File: config.mk
export PLATFORM = sky130hd
export DESIGN_NAME = box_collision_table
export DESIGN_NICKNAME = d
export VERILOG_FILES = /design/src/rtl/core/bct_pkg.sv /design/src/rtl/core/bct_table.sv /design/src/rtl/core/bct_hit_unit.sv /design/src/rtl/core/box_collision_table.sv
export VERILOG_INCLUDE_DIRS = /design/src /design/src/rtl/core
export SDC_FILE = /design/constraint.sdc
export NUM_CORES = 2
export LEC_CHECK = 0
export BUFFER_PORTS_ARGS = -buffer_cell sky130_fd_sc_hd__buf_4
export CAP_MARGIN = 10
export CORE_ASPECT_RATIO = 0.8
export CORE_MARGIN = 2
export CORE_UTILIZATION = 50
export CTS_CLUSTER_DIAMETER = 200
export CTS_CLUSTER_SIZE = 12
export DETAILED_ROUTE_END_ITERATION = 7
export GPL_TIMING_DRIVEN = 0
export PLACE_DENSITY_LB_ADDON = 0.12
export SETUP_SLACK_MARGIN = 0.02
export SLEW_MARGIN = 20
export SYNTH_ARGS = -nofsm -noshare
export SYNTH_HDL_FRONTEND = slang
export SYNTH_SLANG_ARGS = --single-unit
File: constraint.sdc
create_clock -name clk -period 8.85 [get_ports clk]
set_input_delay 0.885 -clock clk [delete_from_list [all_inputs] [get_ports clk]]
set_output_delay 0.885 -clock clk [all_outputs]
set_load 0.05 [all_outputs]
File: src/rtl/core/box_collision_table_macros.svh
// assertion helpers for the collision table
`ifndef BOX_COLLISION_TABLE_MACROS_SVH
`define BOX_COLLISION_TABLE_MACROS_SVH

`ifndef SYNTH

// antecedent implies consequent in the same cycle
`define BCT_ASSERT_IMPLIES(lbl, ante, cons) \
	lbl: assert property (@(posedge clk) disable iff (!arst_n) (ante) |-> (cons)) \
		else $error("collision table check failed");

// condition never holds
`define BCT_ASSERT_NEVER(lbl, cond) \
	lbl: assert property (@(posedge clk) disable iff (!arst_n) !(cond)) \
		else $error("collision table check failed");

`else

`define BCT_ASSERT_IMPLIES(lbl, ante, cons)
`define BCT_ASSERT_NEVER(lbl, cond)

`endif

`endif

File: src/rtl/core/bct_pkg.sv
package bct_pkg;

	// table depth default
	localparam int SLOTS_DEF = 32;

	// fixed field widths
	localparam int SLOT_W   = 5;
	localparam int MODE_W   = 3;
	localparam int KIND_W   = 2;
	localparam int TYPE_W   = 4;
	localparam int MASK_LO_W = 45;
	localparam int MASK_HI_W = 36;
	localparam int CFG_IDX_W = 1;
	localparam int CFG_W     = MASK_LO_W;

	// mode codes
	localparam logic [MODE_W-1:0] MODE_ADD   = 3'd0;
	localparam logic [MODE_W-1:0] MODE_SET   = 3'd1;
	localparam logic [MODE_W-1:0] MODE_MARK  = 3'd2;
	localparam logic [MODE_W-1:0] MODE_PURGE = 3'd3;
	localparam logic [MODE_W-1:0] MODE_ERASE = 3'd4;
	localparam logic [MODE_W-1:0] MODE_CLEAR = 3'd5;
	localparam logic [MODE_W-1:0] MODE_SWEEP = 3'd6;

	// result kinds
	localparam logic [KIND_W-1:0] KIND_ACK  = 2'd0;
	localparam logic [KIND_W-1:0] KIND_FULL = 2'd1;
	localparam logic [KIND_W-1:0] KIND_HIT  = 2'd2;
	localparam logic [KIND_W-1:0] KIND_DONE = 2'd3;

	// box types; erase keeps player and god
	localparam logic [TYPE_W-1:0] TYPE_PLAYER = 4'd1;
	localparam logic [TYPE_W-1:0] TYPE_GOD    = 4'd7;
	localparam logic [TYPE_W-1:0] TYPE_LAST   = 4'd8;
	localparam logic [TYPE_W-1:0] TYPE_ROW_HI = 4'd5;

	// register indexes
	localparam logic [CFG_IDX_W-1:0] CFG_PAIR_LOW  = 1'b0;
	localparam logic [CFG_IDX_W-1:0] CFG_PAIR_HIGH = 1'b1;

	// input word
	typedef struct packed {
		logic [MODE_W-1:0]  mode;
		logic [SLOT_W-1:0]  slot;
		logic signed [15:0] left_x;
		logic signed [15:0] top_y;
		logic [11:0]        box_width;
		logic [11:0]        box_height;
		logic [TYPE_W-1:0]  box_type;
		logic               notify;
	} cmd_t;

	// result word
	typedef struct packed {
		logic [KIND_W-1:0] kind;
		logic [SLOT_W-1:0] receiver_slot;
		logic [SLOT_W-1:0] other_slot;
		logic              last;
	} res_t;

	// table entry, geometry and attributes written separately
	typedef struct packed {
		logic signed [15:0] x;
		logic signed [15:0] y;
		logic [11:0]        w;
		logic [11:0]        h;
	} geo_t;

	typedef struct packed {
		logic [TYPE_W-1:0] box_type;
		logic              notify;
	} attr_t;

	typedef struct packed {
		geo_t  geo;
		attr_t attr;
	} entry_t;

	// table write enables
	typedef struct packed {
		logic geo;
		logic attr;
	} wr_en_t;

	// hit decision of the compare unit
	typedef struct packed {
		logic to_row;
		logic to_cand;
	} hit_t;

	function automatic entry_t to_entry(cmd_t c);
		entry_t e;
		e.geo.x         = c.left_x;
		e.geo.y         = c.top_y;
		e.geo.w         = c.box_width;
		e.geo.h         = c.box_height;
		e.attr.box_type = c.box_type;
		e.attr.notify   = c.notify;
		return e;
	endfunction

	function automatic res_t mk_res(logic [KIND_W-1:0] kind, logic [SLOT_W-1:0] recv,
			logic [SLOT_W-1:0] other, logic last);
		res_t r;
		r.kind          = kind;
		r.receiver_slot = recv;
		r.other_slot    = other;
		r.last          = last;
		return r;
	endfunction

	// may a box of type row be hit by a box of type other
	function automatic logic pair_allowed(logic [MASK_LO_W-1:0] lo, logic [MASK_HI_W-1:0] hi,
			logic [TYPE_W-1:0] row, logic [TYPE_W-1:0] other);
		logic [5:0] idx;
		logic       ok;
		ok = 1'b0;
		if (row <= TYPE_LAST && other <= TYPE_LAST) begin
			if (row < TYPE_ROW_HI) begin
				idx = 6'(row) * 6'd9 + 6'(other);
				ok  = lo[idx];
			end else begin
				idx = 6'(row - TYPE_ROW_HI) * 6'd9 + 6'(other);
				ok  = hi[idx];
			end
		end
		return ok;
	endfunction

endpackage

File: src/rtl/core/bct_table.sv
module bct_table #(
	parameter int SLOTS = bct_pkg::SLOTS_DEF
) (
	input  logic                  clk,
	input  bct_pkg::wr_en_t       we,
	input  logic [$clog2(SLOTS)-1:0] waddr,
	input  bct_pkg::entry_t       wdata,
	input  logic [$clog2(SLOTS)-1:0] raddr,
	output bct_pkg::entry_t       rdata
);

	bct_pkg::geo_t  geo_mem  [SLOTS];
	bct_pkg::attr_t attr_mem [SLOTS];

	// one write port, one registered read port
	always_ff @(posedge clk) begin
		if (we.geo) begin
			geo_mem[waddr] <= wdata.geo;
		end
		if (we.attr) begin
			attr_mem[waddr] <= wdata.attr;
		end
		rdata.geo  <= geo_mem[raddr];
		rdata.attr <= attr_mem[raddr];
	end

endmodule

File: src/rtl/core/bct_hit_unit.sv
module bct_hit_unit (
	input  bct_pkg::entry_t                     row,
	input  bct_pkg::entry_t                     cand,
	input  logic                                cand_valid,
	input  logic [bct_pkg::MASK_LO_W-1:0]       mask_lo,
	input  logic [bct_pkg::MASK_HI_W-1:0]       mask_hi,
	output bct_pkg::hit_t                       hit
);

	logic signed [17:0] ax, ay, bx, by;
	logic signed [17:0] ax_end, ay_end, bx_end, by_end;
	logic               overlap;

	// edges widened so the far edge cannot wrap
	assign ax     = 18'(row.geo.x);
	assign ay     = 18'(row.geo.y);
	assign bx     = 18'(cand.geo.x);
	assign by     = 18'(cand.geo.y);
	assign ax_end = ax + $signed({6'b0, row.geo.w});
	assign ay_end = ay + $signed({6'b0, row.geo.h});
	assign bx_end = bx + $signed({6'b0, cand.geo.w});
	assign by_end = by + $signed({6'b0, cand.geo.h});

	// strict overlap, touching edges do not count
	assign overlap = cand_valid && (by_end > ay) && (by < ay_end)
		&& (bx_end > ax) && (bx < ax_end);

	// hit to each side allowed by the matrix and asking for reports
	assign hit.to_row = overlap && row.attr.notify
		&& bct_pkg::pair_allowed(mask_lo, mask_hi, row.attr.box_type, cand.attr.box_type);
	assign hit.to_cand = overlap && cand.attr.notify
		&& bct_pkg::pair_allowed(mask_lo, mask_hi, cand.attr.box_type, row.attr.box_type);

endmodule

File: src/rtl/core/box_collision_table.sv
// channel  | direction | handshake              | word
// command  | in        | start high, busy low   | cmd (mode, slot, box, type, notify)
// result   | out       | strobe, one cycle      | res (kind, slots, last)
// config   | in        | cfg_we                 | cfg_index, cfg_data
//
// set, mark, purge, clear, no-op and empty-slot sweep words answer in the cycle after
// acceptance without raising busy. add scans valid bits one slot a cycle. erase reads one
// table entry a cycle. a row sweep reads the row entry, then each later slot in turn
// (none when the row is the last slot), with an extra state for each pair that hits both
// ways, paced by the single table read port and the one overlap compare unit.
// reset clears the valid bits and the pair masks; results cannot be stalled.
`include "box_collision_table_macros.svh"

module box_collision_table #(
	parameter int SLOTS = bct_pkg::SLOTS_DEF
) (
	input  logic                              clk,
	input  logic                              arst_n,
	input  logic                              start,
	output logic                              busy,
	input  bct_pkg::cmd_t                     cmd,
	output logic                              strobe,
	output bct_pkg::res_t                     res,
	input  logic                              cfg_we,
	input  logic [bct_pkg::CFG_IDX_W-1:0]     cfg_index,
	input  logic [bct_pkg::CFG_W-1:0]         cfg_data
);

	localparam int IW = $clog2(SLOTS);
	localparam logic [IW-1:0] LAST_IDX = IW'(SLOTS - 1);
	localparam logic [bct_pkg::SLOT_W:0] SLOTS_X = (bct_pkg::SLOT_W + 1)'(SLOTS);

	typedef enum logic [2:0] {
		ST_IDLE,
		ST_FIND,
		ST_ERASE,
		ST_ROW,
		ST_SCAN,
		ST_HIT2,
		ST_DONE
	} state_t;

	state_t                         state_q, state_d;
	logic [IW-1:0]                  k_q, k_d, k_inc;
	logic [SLOTS-1:0]               valid_q, valid_d;
	logic                           marked_q [SLOTS];
	logic                           strobe_q, emit;
	bct_pkg::res_t                  res_q, res_d;
	bct_pkg::cmd_t                  cmd_q;
	bct_pkg::entry_t                row_q;
	logic [bct_pkg::MASK_LO_W-1:0]  mask_lo_q;
	logic [bct_pkg::MASK_HI_W-1:0]  mask_hi_q;

	bct_pkg::wr_en_t                we;
	logic [IW-1:0]                  waddr, raddr;
	bct_pkg::entry_t                wdata, rdata;
	bct_pkg::hit_t                  hit;

	logic                           accept, in_range, s_ok;
	logic [IW-1:0]                  s_idx, sq_idx;
	logic                           mark_set, mark_clr;
	logic [IW-1:0]                  mark_addr;

	assign accept   = start && (state_q == ST_IDLE);
	assign s_idx    = cmd.slot[IW-1:0];
	assign sq_idx   = cmd_q.slot[IW-1:0];
	assign in_range = {1'b0, cmd.slot} < SLOTS_X;
	assign s_ok     = in_range && valid_q[s_idx];
	assign k_inc    = (k_q == LAST_IDX) ? '0 : IW'(k_q + 1'b1);

	// sequencer decisions
	always_comb begin
		state_d   = state_q;
		k_d       = k_q;
		valid_d   = valid_q;
		emit      = 1'b0;
		res_d     = res_q;
		we        = '0;
		waddr     = k_q;
		wdata     = bct_pkg::to_entry(cmd_q);
		raddr     = k_q;
		mark_set  = 1'b0;
		mark_clr  = 1'b0;
		mark_addr = k_q;
		case (state_q)
			ST_IDLE: begin
				if (start) begin
					case (cmd.mode)
						bct_pkg::MODE_ADD: begin
							k_d     = '0;
							state_d = ST_FIND;
						end
						bct_pkg::MODE_SET: begin
							we.geo = s_ok;
							waddr  = s_idx;
							wdata  = bct_pkg::to_entry(cmd);
							emit   = 1'b1;
							res_d  = bct_pkg::mk_res(bct_pkg::KIND_ACK, cmd.slot, '0, 1'b1);
						end
						bct_pkg::MODE_MARK: begin
							mark_set  = s_ok;
							mark_addr = s_idx;
							emit      = 1'b1;
							res_d     = bct_pkg::mk_res(bct_pkg::KIND_ACK, cmd.slot, '0, 1'b1);
						end
						bct_pkg::MODE_PURGE: begin
							for (int i = 0; i < SLOTS; i++) begin
								valid_d[i] = valid_q[i] && !marked_q[i];
							end
							emit  = 1'b1;
							res_d = bct_pkg::mk_res(bct_pkg::KIND_ACK, '0, '0, 1'b1);
						end
						bct_pkg::MODE_ERASE: begin
							k_d     = '0;
							raddr   = '0;
							state_d = ST_ERASE;
						end
						bct_pkg::MODE_CLEAR: begin
							valid_d = '0;
							emit    = 1'b1;
							res_d   = bct_pkg::mk_res(bct_pkg::KIND_ACK, '0, '0, 1'b1);
						end
						bct_pkg::MODE_SWEEP: begin
							if (s_ok) begin
								raddr   = s_idx;
								state_d = ST_ROW;
							end else begin
								emit  = 1'b1;
								res_d = bct_pkg::mk_res(bct_pkg::KIND_DONE, cmd.slot, '0, 1'b1);
							end
						end
						default: begin
							emit  = 1'b1;
							res_d = bct_pkg::mk_res(bct_pkg::KIND_ACK, '0, '0, 1'b1);
						end
					endcase
				end
			end
			ST_FIND: begin
				if (!valid_q[k_q]) begin
					we         = '{geo: 1'b1, attr: 1'b1};
					valid_d[k_q] = 1'b1;
					mark_clr   = 1'b1;
					emit       = 1'b1;
					res_d      = bct_pkg::mk_res(bct_pkg::KIND_ACK,
						bct_pkg::SLOT_W'(k_q), '0, 1'b1);
					state_d    = ST_IDLE;
				end else if (k_q == LAST_IDX) begin
					emit    = 1'b1;
					res_d   = bct_pkg::mk_res(bct_pkg::KIND_FULL, '0, '0, 1'b1);
					state_d = ST_IDLE;
				end else begin
					k_d = k_inc;
				end
			end
			ST_ERASE: begin
				// read data holds entry k
				if (valid_q[k_q] && rdata.attr.box_type != bct_pkg::TYPE_PLAYER
						&& rdata.attr.box_type != bct_pkg::TYPE_GOD) begin
					valid_d[k_q] = 1'b0;
				end
				raddr = k_inc;
				k_d   = k_inc;
				if (k_q == LAST_IDX) begin
					emit    = 1'b1;
					res_d   = bct_pkg::mk_res(bct_pkg::KIND_ACK, '0, '0, 1'b1);
					state_d = ST_IDLE;
				end
			end
			ST_ROW: begin
				// row entry arrives, start the first candidate read
				if (sq_idx == LAST_IDX) begin
					emit    = 1'b1;
					res_d   = bct_pkg::mk_res(bct_pkg::KIND_DONE, cmd_q.slot, '0, 1'b1);
					state_d = ST_IDLE;
				end else begin
					k_d     = IW'(sq_idx + 1'b1);
					raddr   = IW'(sq_idx + 1'b1);
					state_d = ST_SCAN;
				end
			end
			ST_SCAN: begin
				if (hit.to_row) begin
					emit  = 1'b1;
					res_d = bct_pkg::mk_res(bct_pkg::KIND_HIT, cmd_q.slot,
						bct_pkg::SLOT_W'(k_q), 1'b0);
				end else if (hit.to_cand) begin
					emit  = 1'b1;
					res_d = bct_pkg::mk_res(bct_pkg::KIND_HIT, bct_pkg::SLOT_W'(k_q),
						cmd_q.slot, 1'b0);
				end
				if (hit.to_row && hit.to_cand) begin
					state_d = ST_HIT2;
				end else if (k_q == LAST_IDX) begin
					state_d = ST_DONE;
				end else begin
					k_d   = k_inc;
					raddr = k_inc;
				end
			end
			ST_HIT2: begin
				emit  = 1'b1;
				res_d = bct_pkg::mk_res(bct_pkg::KIND_HIT, bct_pkg::SLOT_W'(k_q),
					cmd_q.slot, 1'b0);
				if (k_q == LAST_IDX) begin
					state_d = ST_DONE;
				end else begin
					k_d     = k_inc;
					raddr   = k_inc;
					state_d = ST_SCAN;
				end
			end
			ST_DONE: begin
				emit    = 1'b1;
				res_d   = bct_pkg::mk_res(bct_pkg::KIND_DONE, cmd_q.slot, '0, 1'b1);
				state_d = ST_IDLE;
			end
			default: begin
				state_d = ST_IDLE;
			end
		endcase
	end

	// state, valid bits and result register
	always_ff @(posedge clk or negedge arst_n) begin
		if (!arst_n) begin
			state_q  <= ST_IDLE;
			k_q      <= '0;
			valid_q  <= '0;
			strobe_q <= 1'b0;
			res_q    <= '0;
		end else begin
			state_q  <= state_d;
			k_q      <= k_d;
			valid_q  <= valid_d;
			strobe_q <= emit;
			res_q    <= res_d;
		end
	end

	// payload registers
	always_ff @(posedge clk) begin
		if (accept) begin
			cmd_q <= cmd;
		end
		if (state_q == ST_ROW) begin
			row_q <= rdata;
		end
		if (mark_set) begin
			marked_q[mark_addr] <= 1'b1;
		end else if (mark_clr) begin
			marked_q[mark_addr] <= 1'b0;
		end
	end

	// pair masks
	always_ff @(posedge clk or negedge arst_n) begin
		if (!arst_n) begin
			mask_lo_q <= '0;
			mask_hi_q <= '0;
		end else if (cfg_we) begin
			case (cfg_index)
				bct_pkg::CFG_PAIR_LOW:  mask_lo_q <= cfg_data;
				bct_pkg::CFG_PAIR_HIGH: mask_hi_q <= cfg_data[bct_pkg::MASK_HI_W-1:0];
				default: begin
				end
			endcase
		end
	end

	bct_table #(
		.SLOTS (SLOTS)
	) u_table (
		.clk   (clk),
		.we    (we),
		.waddr (waddr),
		.wdata (wdata),
		.raddr (raddr),
		.rdata (rdata)
	);

	bct_hit_unit u_hit (
		.row        (row_q),
		.cand       (rdata),
		.cand_valid (valid_q[k_q]),
		.mask_lo    (mask_lo_q),
		.mask_hi    (mask_hi_q),
		.hit        (hit)
	);

	assign busy   = (state_q != ST_IDLE);
	assign strobe = strobe_q;
	assign res    = res_q;

	// hits only come out mid-sweep and are never the final word
	`BCT_ASSERT_IMPLIES(a_hit_in_sweep, strobe && res.kind == bct_pkg::KIND_HIT, busy && !res.last)
	// a full answer means no slot was free
	`BCT_ASSERT_IMPLIES(a_full_all_valid, strobe && res.kind == bct_pkg::KIND_FULL, &valid_q)
	// a multi-cycle item never starts with a leftover result
	`BCT_ASSERT_NEVER(a_rise_no_strobe, $rose(busy) && strobe)

endmodule
# Word level (Yosys, flattened, before mapping)
# Memory sizes are Yosys's and may differ from the RTL's. A register that Yosys moved wholly into a read port is not among the register bits.
# Index checks and enable logic that the tools add are counted.
dict set report word_totals {
  register_bits 262
  ram_bits 1984
  inputBits 119
  output_inout_bits 15
  memories 3
}
# memory depth width read_ports rd_clocked_by_memory_dff write_ports line
set mem_list {}
lappend mem_list {u_table.geo_mem 32 56 1 1 1 bct_table.sv:12} ;# bct_pkg::geo_t geo_mem [SLOTS];
lappend mem_list {u_table.attr_mem 32 5 1 1 1 bct_table.sv:13} ;# bct_pkg::attr_t attr_mem [SLOTS];
lappend mem_list {marked_q 32 1 32 0 1 box_collision_table.sv:46} ;# logic marked_q [SLOTS];
dict set report op_classes {
  addsub 12
  multipliers 4
  n_lt_le_gt_ge 15
  eq_ne 31
  n_mux 93
  bitwise_logic 5
  n_reduce_logical 93
}
# cell count
set op_table {}
lappend op_table {{$mux W61} 3}
lappend op_table {{$mux W13} 8}
lappend op_table {{$mux W32} 3}
lappend op_table {{$pmux W32 S3} 1}
lappend op_table {{$pmux W13 S7} 1}
lappend op_table {{$mux W5} 15}
lappend op_table {{$add A16 B13 Y17} 4}
lappend op_table {{$pmux W32 S2} 1}
lappend op_table {{$logic_and A1 B1 Y1} 46}
lappend op_table {{$pmux W13 S3} 1}
lappend op_table {{$mux W1} 36}
lappend op_table {{$gt A17 B16 Y1} 2}
lappend op_table {{$lt A16 B17 Y1} 2}
lappend op_table {{$and A32 B32 Y32} 1}
lappend op_table {{$logic_not A1 Y1} 32}
lappend op_table {{$not A32 Y32} 1}
lappend op_table {{$or A32 B32 Y32} 1}
lappend op_table {{$pmux W5 S6} 1}
lappend op_table {{$lt A6 B7 Y1 const B} 4}
lappend op_table {{$pmux W5 S5} 1}
lappend op_table {{$add A6 B4 Y6} 4}
lappend op_table {{$bmux W1 S6} 4}
lappend op_table {{$mux W3} 7}
lappend op_table {{$eq A3 B3 Y1 const B} 6}
lappend op_table {{other kinds (36)} 68}

# Depth between registers and ports, before layout
dict set report depth {
  word_depth 11
  mapped_depth 36
  mapped_depth_nobuf 30
}

# Hierarchy
# Synthesis repeated with hierarchy kept, for this count alone.
dict set report hier_totals {
  hier_cells 6093
  area_unflattened_um2 97020.6
}
# module instances cells_per_inst area_each_um2 seq_area_each_um2
set modules_own_cells {}
lappend modules_own_cells {bct_table 1 4307 77356.7 59837.4}
lappend modules_own_cells {box_collision_table 1 1072 13704.4 8152.8}
lappend modules_own_cells {bct_hit_unit 1 714 5959.5 0.0}

# Worst setup path before layout
# No wires, ideal clock.
dict set report synth_path {
  path_kind {register to register}
  startpoint {register u_table.rdata[45] (netlist name)}
  endpoint {register u_table.rdata[37] (netlist name)}
  arrival_time_ps 6234
  t_required_ps 8719
  slack_ps 2486
  path_stages_with_launch 35
  n_path_buf 5
  period_less_slack_ps 6364
  cell_sequence {dfxtp_1 ha_1 inv_1 fa_1 nor2b_1 o21ai_0 a21boi_0 o21ai_0 a21boi_0 o21ai_0 a21boi_0 o21ai_0 nand2b_1 a21o_1 a21o_1 nand3_1 xnor2_1 ha_1 a21oi_1 o211ai_1 or4b_2 o2111a_1 and4b_1 clkbuf_1 and2_4 o31ai_4 and2_1 buf_4 buf_4 buf_4 buf_2 mux2i_1 mux2i_1 a211oi_2 o211ai_2}
}
dict set report synth_between {
  elab_chain_len 9
  elab_cells_between_ends 12
  cone_classes {add/sub: 1; order compare: 2; mux: 2; reduce/logical: 7}
}
# element line
set synth_lines {}
lappend synth_lines {{$add A16 B13 Y17} bct_hit_unit.sv:21} ;# assign bx_end = bx + $signed({6'b0, cand.geo.w});
lappend synth_lines {{$gt A17 B16 Y1} bct_hit_unit.sv:26} ;# && (bx_end > ax) && (bx < ax_end);
lappend synth_lines {{$logic_and A1 B1 Y1} bct_hit_unit.sv:26}
lappend synth_lines {{$logic_and A1 B1 Y1 (*)} bct_hit_unit.sv:26}
lappend synth_lines {{$logic_and A1 B1 Y1 (on tied branches)} {bct_hit_unit.sv:29, bct_hit_unit.sv:31}}
lappend synth_lines {{$logic_and A1 B1 Y1 (on tied branches)} {bct_hit_unit.sv:30, bct_hit_unit.sv:32}}
lappend synth_lines {{$logic_and A1 B1 Y1 (*)} box_collision_table.sv:192} ;# if (hit.to_row && hit.to_cand) begin
lappend synth_lines {{$mux W5 (*)} n/a}
lappend synth_lines {{$pmux W5 S5 (*)} box_collision_table.sv:85} ;# case (state_q)
# Every way passes the cells marked *; elsewhere a longest branch is shown, timed or not.
# A chain may end at the register's enable or synchronous reset.

# Worst setup path in the final report
dict set report layout_path {
  startpoint {register row_q[45] in the netlist's numbering}
  endpoint {register u_table.rdata[60] (netlist name)}
}
dict set report layout_between {
  elab_chain_len 8
  elab_cells_between_ends 12
  cone_classes {add/sub: 1; order compare: 2; mux: 2; reduce/logical: 7}
}
# element line
set layout_lines {}
lappend layout_lines {{start, declared} box_collision_table.sv:50} ;# bct_pkg::entry_t row_q;
lappend layout_lines {{start signal, assigned} box_collision_table.sv:247} ;# row_q <= rdata;
lappend layout_lines {{$add A16 B13 Y17 / $gt A17 B16 Y1 (equally long branches)} {bct_hit_unit.sv:19, bct_hit_unit.sv:26}}
lappend layout_lines {{$lt A16 B17 Y1 / $logic_and A1 B1 Y1 (equally long branches)} bct_hit_unit.sv:26}
lappend layout_lines {{$logic_and A1 B1 Y1 (*)} bct_hit_unit.sv:26}
lappend layout_lines {{$logic_and A1 B1 Y1 (on tied branches)} {bct_hit_unit.sv:29, bct_hit_unit.sv:31}}
lappend layout_lines {{$logic_and A1 B1 Y1 (on tied branches)} {bct_hit_unit.sv:30, bct_hit_unit.sv:32}}
lappend layout_lines {{$logic_and A1 B1 Y1 (*)} box_collision_table.sv:192}
lappend layout_lines {{$mux W5 (*)} n/a}
lappend layout_lines {{$pmux W5 S5 (*)} box_collision_table.sv:85}
# Marks and branches as above.

==> results.tsv <==
metric	value	unit
drive_gt1_share	15.62	%
slowest_stage	o211ai_1	
synth-edff-count	2111	
drt-initial-drc-count	6883	
outcome	complete, no violations	
cts_tree	done	
initial_utilization	50.26	%
ys_seq_elements	2307	
antenna_found_initial	16	
multi_input_area	0.02658	mm^2
synth_nets	6262	
fp-row-count	144	
clock_latency	870	ps
drc_errors	0	
detail-route-antenna-nets	0	
clk_pin_slew	70	ps
postLayoutCoreUtil	57.17	%
root_buffer	clkbuf_16	
async_flop_share	5.852	%
htreeDepth	4	
cp-endpoint	u_table.rdata[60]	
dieWidth	495.5	um
vdd_drop_max	0.2952	mV
synth_common_cells	edfxtp_1 (2111), mux2i_1 (789), nand2_1 (520)	
r2r_start	row_q[45]	
core-area	0.1922	mm^2
hold_violations	0	
drt-vias-per-instance	6.162	
synth_top_area_share	65.61	%
grt-ovfl-total	0	
place_congestion	0.9095	
fmax	118.6	MHz
wl_per_cell	30.02	um
grt_max_degree	94	
synth_area_leader_cell	edfxtp_1	
slew_headroom	22.45	%
firstDrtPassIters	6	
area_delta_synth_final	13.75	%
critPathCaptureType	flop	
critPathMostFrequentCell	a21oi_1	
yosys_warnings	0	
drv_slew	0	
vias	56038	
portBuffers	132	
r2r_cells	33	
path_delay_family	compound AO/OA/AOI/OAI gates	
dp_hpwl	191000	um
clock_path_buffers	3	
finalSetupViolCount	0	
required	9500	ps
crit_fanout	10	
seqCellArea	0.06799	mm^2
final.fill_count	14695	
die_area	0.1968	mm^2
hold_path.class	input port to flop	
cpPeakStageDelay	760	ps
worstMarginPinSlew	1160	ps
crit_path_start	row_q[45]	
finalWirelength	273000	um
seq_area_frac_synth	70.37	%
clkSinkCount	2307	
grt_pass1_vias	54206	
nets	6721	
synth_most_common_cell	edfxtp_1	
netlist_instances	5966	
fin_crit	8433	ps
tns	0	ps
cp_data_arrival_time	9080	ps
rsz0062_at_grt	false	
worstSetupPathType	flop to flop	
ios	134	
cts_buffers	210	
synth-main-ff-cell	edfxtp_1	
die_y	397.2	um
p_leak	39.10	nW
grt.total_usage	27.53	%
grt_pass1_wl	388800	um
netlist-cell-type-count	97	
cp_num_cells	33	
timing.clock.skew	55.06	ps
path_buf_inv	7	
timing.rr.end	u_table.rdata[60]	
r2r_slack	420	ps
drv_cap	0	
synth.avg_cell_area	16.20	um^2
netlist_area	0.09662	mm^2
hold_slack	196.7	ps
post-route-period-util	95.29	%
power_density	407.6	mW/mm^2
start_kind	flop	
ys_top_cells_by_area	edfxtp_1 (66%), mux2i_1 (8.2%), dfrtp_1 (3.5%), mux4_2 (3.3%), ha_1 (2.2%)	
## kinds of logic after synthesis
| kind of cell | Yosys count | synth area share [%] |
|---|---|---|
| DFF | 2307 | 70.37 |
| AOI/OAI and AO/OA | 1039 | 7.306 |
| muxes | 1024 | 12.67 |
| and+or+nand+nor | 881 | 3.887 |
| buffers and inverters | 458 | 2.686 |
| adders and majority gates | 177 | 2.346 |
| xor gates and xnor gates | 80 | 0.7394 |
## sequential cells by signal (all words and copies together) (netlist names)
signal,flops
row_q,61
strobe,1
u_table.rdata,61
sq_idx,5
cmd_q,61
res,13
marked_q,32
u_table.attr_mem,160
valid_q,32
mask_hi_q,36
mask_lo_q,45
u_table.geo_mem,1792
state_q,3
k_q,5
## cells in the final DEF, fill, tap and decap left out, types with 18 or more instances in the layout
cell | Yosys | final
a21oi_1 | 174 | 170
clkbuf_2 | 0 | 19
buf_2 | 38 | 24
buf_12 | 3 | 77
nand2b_1 | 18 | 18
buf_16 | 0 | 33
edfxtp_1 | 2111 | 2111
nand3_1 | 42 | 42
mux2_2 | 87 | 87
o211ai_1 | 68 | 68
ha_1 | 170 | 169
dfrtp_1 | 135 | 135
nor2_4 | 0 | 33
mux4_2 | 140 | 140
clkbuf_8 | 34 | 35
nor3_1 | 29 | 25
xor2_1 | 21 | 21
xnor2_1 | 58 | 58
buf_6 | 21 | 31
o21ai_0 | 184 | 183
buf_4 | 50 | 183
a32oi_1 | 63 | 63
a211oi_1 | 72 | 65
a22o_1 | 61 | 61
a221oi_1 | 61 | 53
clkbuf_16 | 0 | 212
inv_1 | 129 | 126
o22ai_1 | 189 | 189
dfxtp_1 | 61 | 59
clkbuf_1 | 157 | 238
mux2i_1 | 789 | 789
a31oi_1 | 21 | 20
nor2_1 | 173 | 138
nor2b_1 | 28 | 28
nand2_2 | 2 | 35
nand2_1 | 520 | 487
a21o_1 | 20 | 20
## report_power, final
part           total (W)  leakage, nW  switching, W  internal (W)
clock network    0.00835         2.84       0.00395       0.00440
registers         0.0136         21.2      0.000449        0.0132
logic             0.0228         15.1        0.0144       0.00838
total             0.0448         39.1        0.0188        0.0260
## metal layers
metal  up-vias  track usage, %  part of all wire [%]
met1     28790           42.82                    46
li1      24295               -                     -
met4         8           6.675                   2.4
met3       377           5.963                   9.4
met5         -               0                 0.033
met2      2568           39.42                    43
## through the flow
step	power (W)	instances	worst slack [ps]	instance area, um^2
finish	0.04480	9094	417.3	109900
global route	0.04657	9092	19.39	109900
CTS	0.04447	9090	12.45	109600
detailed placement	0.03600	8761	-1523	103500
global placement	0.03570	8653	-3560	100800
floorplan	0.02788	5966	2486	96620
## repair_timing
item                                   in CTS  in global routing
hold buffers                                1                  0
resized for setup                          51                 67
pin swaps                                   3                 13
endpoints found under the hold margin      42                  0
setup buffers                               4                  2
setup endpoints to repair                  61                 61
## worst min-delay path by stage
stage / startpoint / endpoint / slack [ps] / cells past startpoint
after global placement: u_table.rdata[7] / row_q[7] / 430 / 0
after global routing: cmd[5] / cmd_q[5] / 160 / 1
after floorplan: u_table.rdata[0] / row_q[0] / 410 / 0
after CTS: cmd[3] / cmd_q[3] / 150 / 1
final: cmd[3] / cmd_q[3] / 200 / 1
after detailed placement: u_table.rdata[10] / row_q[10] / 420 / 0
## area by class of cell
class                           instances  share of cell area (%)
Tap cell                             2555                   2.909
Antenna cell                            2                0.004553
Inverter                              130                  0.4485
Clock buffer                          312                   5.168
Sequential cell                      2307                   61.86
Buffer                                328                   2.075
Multi-Input combinational cell       3201                   24.18
Clock inverter                         12                  0.2322
Timing Repair Buffer                  247                   3.118
No activity file was read; power rests on OpenSTA's default activity.
